<file path="src/rtl/core/ldpm_pkg.sv">
// Shared types, constants and helper functions for the lens distortion point mapper.
// No dependencies; all modules but ldpm_checker refer to this package by scoped name.
package ldpm_pkg;

    localparam int FOCAL_WIDTH     = 24;
    localparam int COEF_WIDTH      = 32;
    localparam int CFG_DATA_WIDTH  = 64;
    localparam int CFG_INDEX_WIDTH = 3;

    typedef logic signed [COEF_WIDTH-1:0] t_coef;
    typedef logic        [FOCAL_WIDTH-1:0] t_focal;

    typedef enum logic [CFG_INDEX_WIDTH-1:0] {
        CFG_FOCAL_X     = 3'd0,
        CFG_FOCAL_Y     = 3'd1,
        CFG_CENTER_X    = 3'd2,
        CFG_CENTER_Y    = 3'd3,
        CFG_RADIAL_K1   = 3'd4,
        CFG_RADIAL_K2   = 3'd5,
        CFG_RADIAL_K3   = 3'd6,
        CFG_TANGENTIAL  = 3'd7
    } t_cfg_index;

    typedef struct packed {
        t_coef k1;
        t_coef k2;
        t_coef k3;
        t_coef p1;
        t_coef p2;
    } t_lens_coef;

    localparam t_coef COEF_MAX = 32'sh7FFF_FFFF;
    localparam t_coef COEF_MIN = 32'sh8000_0000;

    // Clamp a wide signed value to the normalized 32-bit range.
    function automatic t_coef sat_coef(input logic signed [63:0] v);
        t_coef r;
        if (v > 64'(COEF_MAX)) begin
            r = COEF_MAX;
        end else if (v < 64'(COEF_MIN)) begin
            r = COEF_MIN;
        end else begin
            r = v[COEF_WIDTH-1:0];
        end
        return r;
    endfunction

    // Drop frac fraction bits, rounding to nearest with ties away from zero.
    function automatic logic signed [63:0] round_frac(input logic signed [63:0] p,
                                                      input int frac);
        logic signed [63:0] half;
        logic signed [63:0] bias;
        half = 64'sd1 <<< (frac - 1);
        bias = $signed(64'(p[63]));
        return (p + half - bias) >>> frac;
    endfunction

endpackage

</file>
<file path="src/rtl/core/ldpm_norm_div.sv">
// Pipelined normalizer: (point - center) / focal in Q.FRAC, one quotient bit per stage.
// Depends on ldpm_pkg.
module ldpm_norm_div #(
    parameter int COORD_WIDTH = 24,
    parameter int FRAC        = 24
) (
    input  logic                          i_clk,
    input  logic                          i_rst_n,
    input  logic                          i_en,
    input  logic                          i_valid,
    input  logic signed [COORD_WIDTH-1:0] i_point,
    input  logic signed [COORD_WIDTH-1:0] i_center,
    input  ldpm_pkg::t_focal              i_focal,
    output logic                          o_valid,
    output ldpm_pkg::t_coef               o_norm
);
    localparam int FW     = ldpm_pkg::FOCAL_WIDTH;
    localparam int QW     = ldpm_pkg::COEF_WIDTH;
    localparam int DIFF_W = COORD_WIDTH + 1;
    localparam int NUM_W  = COORD_WIDTH + FRAC + 2;
    localparam int CMP_W  = (NUM_W > FW + QW) ? NUM_W : FW + QW;
    localparam int LAT    = QW + 3;
    localparam logic [QW-1:0] MAG_MIN = QW'(1) << (QW - 1);

    logic [LAT-1:0] r_vld;

    // Magnitude and sign of the offset from the principal point
    logic signed [DIFF_W-1:0] n_diff;
    logic        [DIFF_W-1:0] n_mag;
    logic        [DIFF_W-1:0] r_a_mag;
    logic                     r_a_neg;

    assign n_diff = DIFF_W'(i_point) - DIFF_W'(i_center);
    assign n_mag  = n_diff[DIFF_W-1] ? DIFF_W'(-n_diff) : n_diff;

    // Rounded dividend, overflow check and initial partial remainder
    logic [NUM_W-1:0] n_num;
    logic             n_ovf;
    logic [FW-1:0]    r_rem [QW+1];
    logic [QW-1:0]    r_lo  [QW+1];
    logic             r_neg [QW+1];
    logic             r_ovf [QW+1];

    assign n_num = (NUM_W'(r_a_mag) << FRAC) + NUM_W'(i_focal >> 1);
    assign n_ovf = CMP_W'(n_num) >= (CMP_W'(i_focal) << QW);

    always_ff @(posedge i_clk) begin
        if (i_en) begin
            r_a_mag  <= n_mag;
            r_a_neg  <= n_diff[DIFF_W-1];
            r_rem[0] <= FW'(CMP_W'(n_num) >> QW);
            r_lo[0]  <= n_num[QW-1:0];
            r_neg[0] <= r_a_neg;
            r_ovf[0] <= n_ovf;
        end
    end

    // Restoring division: the low word shifts dividend bits out and quotient bits in
    for (genvar s = 0; s < QW; s++) begin : g_step
        logic [FW:0] w_trial;
        logic        w_ge;

        assign w_trial = {r_rem[s], r_lo[s][QW-1]};
        assign w_ge    = w_trial >= {1'b0, i_focal};

        always_ff @(posedge i_clk) begin
            if (i_en) begin
                r_rem[s+1] <= w_ge ? FW'(w_trial - {1'b0, i_focal}) : w_trial[FW-1:0];
                r_lo[s+1]  <= {r_lo[s][QW-2:0], w_ge};
                r_neg[s+1] <= r_neg[s];
                r_ovf[s+1] <= r_ovf[s];
            end
        end
    end

    // Apply sign and clamp to the normalized range
    logic [QW-1:0]   n_q;
    ldpm_pkg::t_coef n_norm;
    ldpm_pkg::t_coef r_norm;

    always_comb begin
        n_q = r_lo[QW];
        if (!r_neg[QW]) begin
            n_norm = (r_ovf[QW] || n_q[QW-1]) ? ldpm_pkg::COEF_MAX : $signed(n_q);
        end else begin
            n_norm = (r_ovf[QW] || n_q > MAG_MIN) ? ldpm_pkg::COEF_MIN : $signed(-n_q);
        end
    end

    always_ff @(posedge i_clk) begin
        if (i_en) begin
            r_norm <= n_norm;
        end
    end

    always_ff @(posedge i_clk) begin
        if (!i_rst_n) begin
            r_vld <= '0;
        end else if (i_en) begin
            r_vld <= {r_vld[LAT-2:0], i_valid};
        end
    end

    assign o_valid = r_vld[LAT-1];
    assign o_norm  = r_norm;
endmodule

</file>
<file path="config.mk">
export PLATFORM = sky130hd
export DESIGN_NAME = ldpm_norm_div
export DESIGN_NICKNAME = d
export VERILOG_FILES = /design/src/rtl/core/ldpm_pkg.sv /design/src/rtl/core/ldpm_norm_div.sv
export SDC_FILE = /design/constraint.sdc
export NUM_CORES = 2
export LEC_CHECK = 0
export BUFFER_PORTS_ARGS = -buffer_cell sky130_fd_sc_hd__buf_2
export CORE_MARGIN = 2
export CORE_UTILIZATION = 45
export DETAILED_ROUTE_END_ITERATION = 10
export HOLD_SLACK_MARGIN = 0.03
export PLACE_DENSITY_LB_ADDON = 0.2
export REMOVE_ABC_BUFFERS = 1
export SYNTH_ARGS = -nofsm -noshare
export SYNTH_HDL_FRONTEND = slang
export SYNTH_SLANG_ARGS = --single-unit
</file>
<file path="constraint.sdc">
create_clock -name i_clk -period 10.13 [get_ports i_clk]
set_input_delay 0.5065 -clock i_clk [delete_from_list [all_inputs] [get_ports i_clk]]
set_output_delay 0.5065 -clock i_clk [all_outputs]
set_load 0.01 [all_outputs]
</file>
==> results.yml <==
worst_hold_path:
  hold_class: "in2reg"
global_routing:
  antenna_found_initial: 7
  grt_max_degree: 180
  grtUsageTotal: 0.210
  grt_pass1_vias: 67594
  grt.overflow.total: 0
  grt_pass1_wl_mm: 390
clock_tree:
  cts_root_buf: "clkbuf_16"
  clockBufferDepth: 3
  post_cts_resize_count: 0
  numClockSinks: 1967
  clk_pin_slew_ns: 0.06
  cts_made_buffers: 209
  clkLatencyLatePin_ns: 0.87
  htree_levels: 4
  cts_tree: "done"
floorplan:
  fp.dieW_um: 487
  core_mm2: 0.232
  start_util: 0.452
  ios: 109
  die_area_mm2: 0.237
  die_h_um: 487
  fp-row-count: 177
setup_path:
  cp-start-kind: "input pin"
  crit_family: "compound AO/OA/AOI/OAI gates"
  worst-setup-path-type: "in2reg"
  required_ns: 10.69
  path_cells: "dlygate4sd3_1, buf_2, inv_2, buf_4, ha_1, a21o_1, a21oi_1, a21boi_1, o311ai_1, a21oi_1, a211oi_1, o21ai_0, a31oi_2, buf_4, o21ai_0"
  arrival_ns: 5.89
  cp.buffers_inverters: 5
  cp-end-kind: "register"
  slowest_delay_ns: 0.68
  slowest_stage: "a31oi_2"
  worstPathMaxFanout: 28
synthesis:
  syn_area_per_cell_um2: 12.1
  yosys_warnings: 0
  ys.flop_type: "edfxtp_1"
  syn_inst: 8697
  synth_cell_types: 93
  synth_edf_count: 1932
  synth_area_mm2: 0.105
  seq_area_frac_synth: 0.560
  ys_async_sr_fraction: 0
  ys_ff_latch: 1967
sta:
  hold_violations: 0
  tightest_slew_ns: 1.18
  layout_min_cycle_time_ns: 5.32
  finalMaxSlewViolations: 0
  setup_violations: 0
  rsz0062_at_grt: "false"
  max-slew-margin-rel: 0.202
  skew_ns: 0.0616
  fmax_ghz: 0.188
  tns_ns: 0
  post-route-period-util: 0.526
drt:
  routed_wirelength_mm: 253
  drc: 0
  ant_nets: 0
  dr.first_iter.drc_count: 5586
  vias: 69566
  vias_per_cell: 5.71
  wl_per_cell_um: 20.8
  firstDrtPassIters: 7
pwr:
  vdd_drop_max_v: 0.000167
  p_leak_nw: 44.5
  powerDensity_mw_per_mm2: 316
place:
  dp_hpwl_mm: 174
  dp.cells: 11759
  io_buffers: 108
  globalplace.congestion: 0.888
cells_and_area:
  area_growth_pct: 11.4
  fill_cells: 20171
  finalNetCount: 9863
  seq_area_mm2: 0.0587
  final_cell_count_no_fill: 12174
  drive_gt1_frac: 0.0954
  multi_input_area_mm2: 0.0445
flow_run:
  drv_cap: 0
run_status:
  status: "finished clean"
[report_power, final]
group,switching [W],internal [W]
Combinational,0.00883,0.00683
Clock,0.00332,0.00464
Sequential,0.00132,0.0120
[routing by layer]
| layer | wire, µm | vias up | GRT usage |
|---|---|---|---|
| li1 | - | 33680 | - |
| met4 | 7830 | 0 | 0.0663 |
| met2 | 120000 | 1684 | 0.349 |
| met1 | 114000 | 33758 | 0.286 |
| met3 | 12000 | 444 | 0.0281 |
| met5 | 0 | - | 0 |
[repair_timing]
| item | CTS | global route |
|---|---|---|
| hold buffers | 23 | 0 |
| endpoints found under the hold margin | 23 | 0 |
| setup buffers | 0 | 0 |
[layout make-up]
type | count | area share
inverter | 298 | 0.00957
sequential | 1967 | 0.502
multi-input combinational | 6262 | 0.381
timing repair buffer | 212 | 0.0128
antenna | 3 | 0.0000642
clock buffer | 240 | 0.0457
tap | 3043 | 0.0326
clock inverter | 149 | 0.0159
[logic make-up (layout without fill, tap and decap cells)]
| family | Yosys count | count (layout) | synth area share |
|---|---|---|---|
| adder cells (fa/ha/maj) | 837 | 837 | 0.102 |
| multiplexers | 296 | 296 | 0.0310 |
| AND/OR/NAND/NOR | 2224 | 2224 | 0.103 |
| XOR/XNOR | 582 | 582 | 0.0486 |
| flip-flops | 1967 | 1967 | 0.560 |
| other | 0 | 3 | 0 |
| AO/OA/AOI/OAI | 2323 | 2323 | 0.139 |
| buffers and inverters | 468 | 899 | 0.0168 |
[registers in the layout, indices dropped and copies added (netlist names)]
name,count
r_a_mag,25
r_ovf,33
r_vld,35
o_norm,32
r_lo,1047
r_neg,33
r_a_neg,1
r_rem,761
[worst paths after layout]
check / depth (start not counted) / slack (ns) / start / endpoint
setup / recovery: 15 / 4.81 / i_focal[3] / r_rem[0][321]
hold / removal: 3 / 0.14 / i_center[0] / r_a_mag[0]
setup reg to reg: 12 / 5.37 / r_lo[0][1025] / o_norm[10]
hold reg to reg: 0 / 0.37 / r_lo[0][539] / r_lo[0][572]
[tightest hold or removal path: stages]
cell   delay [ns]
buf_2        0.08
ha_1         0.18
inv_1        0.07
[layout by cell type, fill, tap and decap left out, drive strengths merged, types with 26 or more instances in the layout]
cell    Yosys  final
nor4       50     50
nand4     123    123
bufinv      0     32
a211oi     70     70
xnor2     371    371
nor2b     170    170
clkbuf    150    240
dfxtp      35     35
inv       298    309
ha        805    805
o21a      126    126
a21oi     781    781
o31ai      73     73
a21o      274    274
nand3     123    123
o211ai     30     30
and3       55     55
nor3      170    170
nand2b    126    126
or2        53     53
a21boi     35     35
o21ai     519    519
xor2      211    211
and4       26     26
clkinv      0     88
mux2      234    234
o21bai     61     61
a31oi      77     77
and2       36     36
nor2      628    628
edfxtp   1932   1932
fa         32     32
or3        54     54
nand2     554    554
mux2i      62     62
buf        20    189
[cell usage after synthesis, types with 22 or more instances]
cell type / instances / area share
and4_1: 26 / 0.0022
nand4_1: 123 / 0.0073
fa_1: 32 / 0.0061
clkbuf_1: 150 / 0.0054
or2_2: 49 / 0.0029
xnor2_1: 371 / 0.031
o31ai_1: 72 / 0.0052
a31oi_1: 77 / 0.0046
mux2i_1: 62 / 0.0059
inv_1: 298 / 0.011
o21ai_0: 496 / 0.024
edfxtp_1: 1932 / 0.55
ha_1: 805 / 0.096
a21oi_1: 781 / 0.037
o21ai_1: 22 / 0.0010
nand3_1: 123 / 0.0059
o21a_1: 126 / 0.0090
xor2_1: 211 / 0.018
and3_1: 55 / 0.0033
mux2_2: 233 / 0.025
o211ai_1: 30 / 0.0021
dfxtp_1: 35 / 0.0067
a21o_1: 272 / 0.019
nor2_1: 628 / 0.022
nor2b_1: 170 / 0.010
or3_1: 53 / 0.0032
nor4_1: 49 / 0.0029
nand2b_1: 126 / 0.0075
nand2_1: 554 / 0.020
o21bai_1: 60 / 0.0043
a21boi_0: 32 / 0.0023
and2_1: 35 / 0.0021
nor3_1: 170 / 0.0081
a211oi_1: 70 / 0.0050
[per-stage QoR]
step | hold WS (ns) | setup slack (ns) | instance area (µm²) | power, W | utilization
2_1_floorplan | 0.400 | 4.54 | 104000 | 0.0247 | -
3_3_place_gp | 0.400 | 4.56 | 109000 | 0.0286 | 0.472
3_5_place_dp | 0.405 | 4.41 | 109000 | 0.0289 | 0.472
4_1_cts | 0.0654 | 4.85 | 117000 | 0.0371 | 0.504
5_1_grt | 0.118 | 4.43 | 117000 | 0.0395 | 0.504
6_report | 0.137 | 4.81 | 117000 | 0.0369 | 0.504
Note: power is estimated with default switching activity, not from simulation.
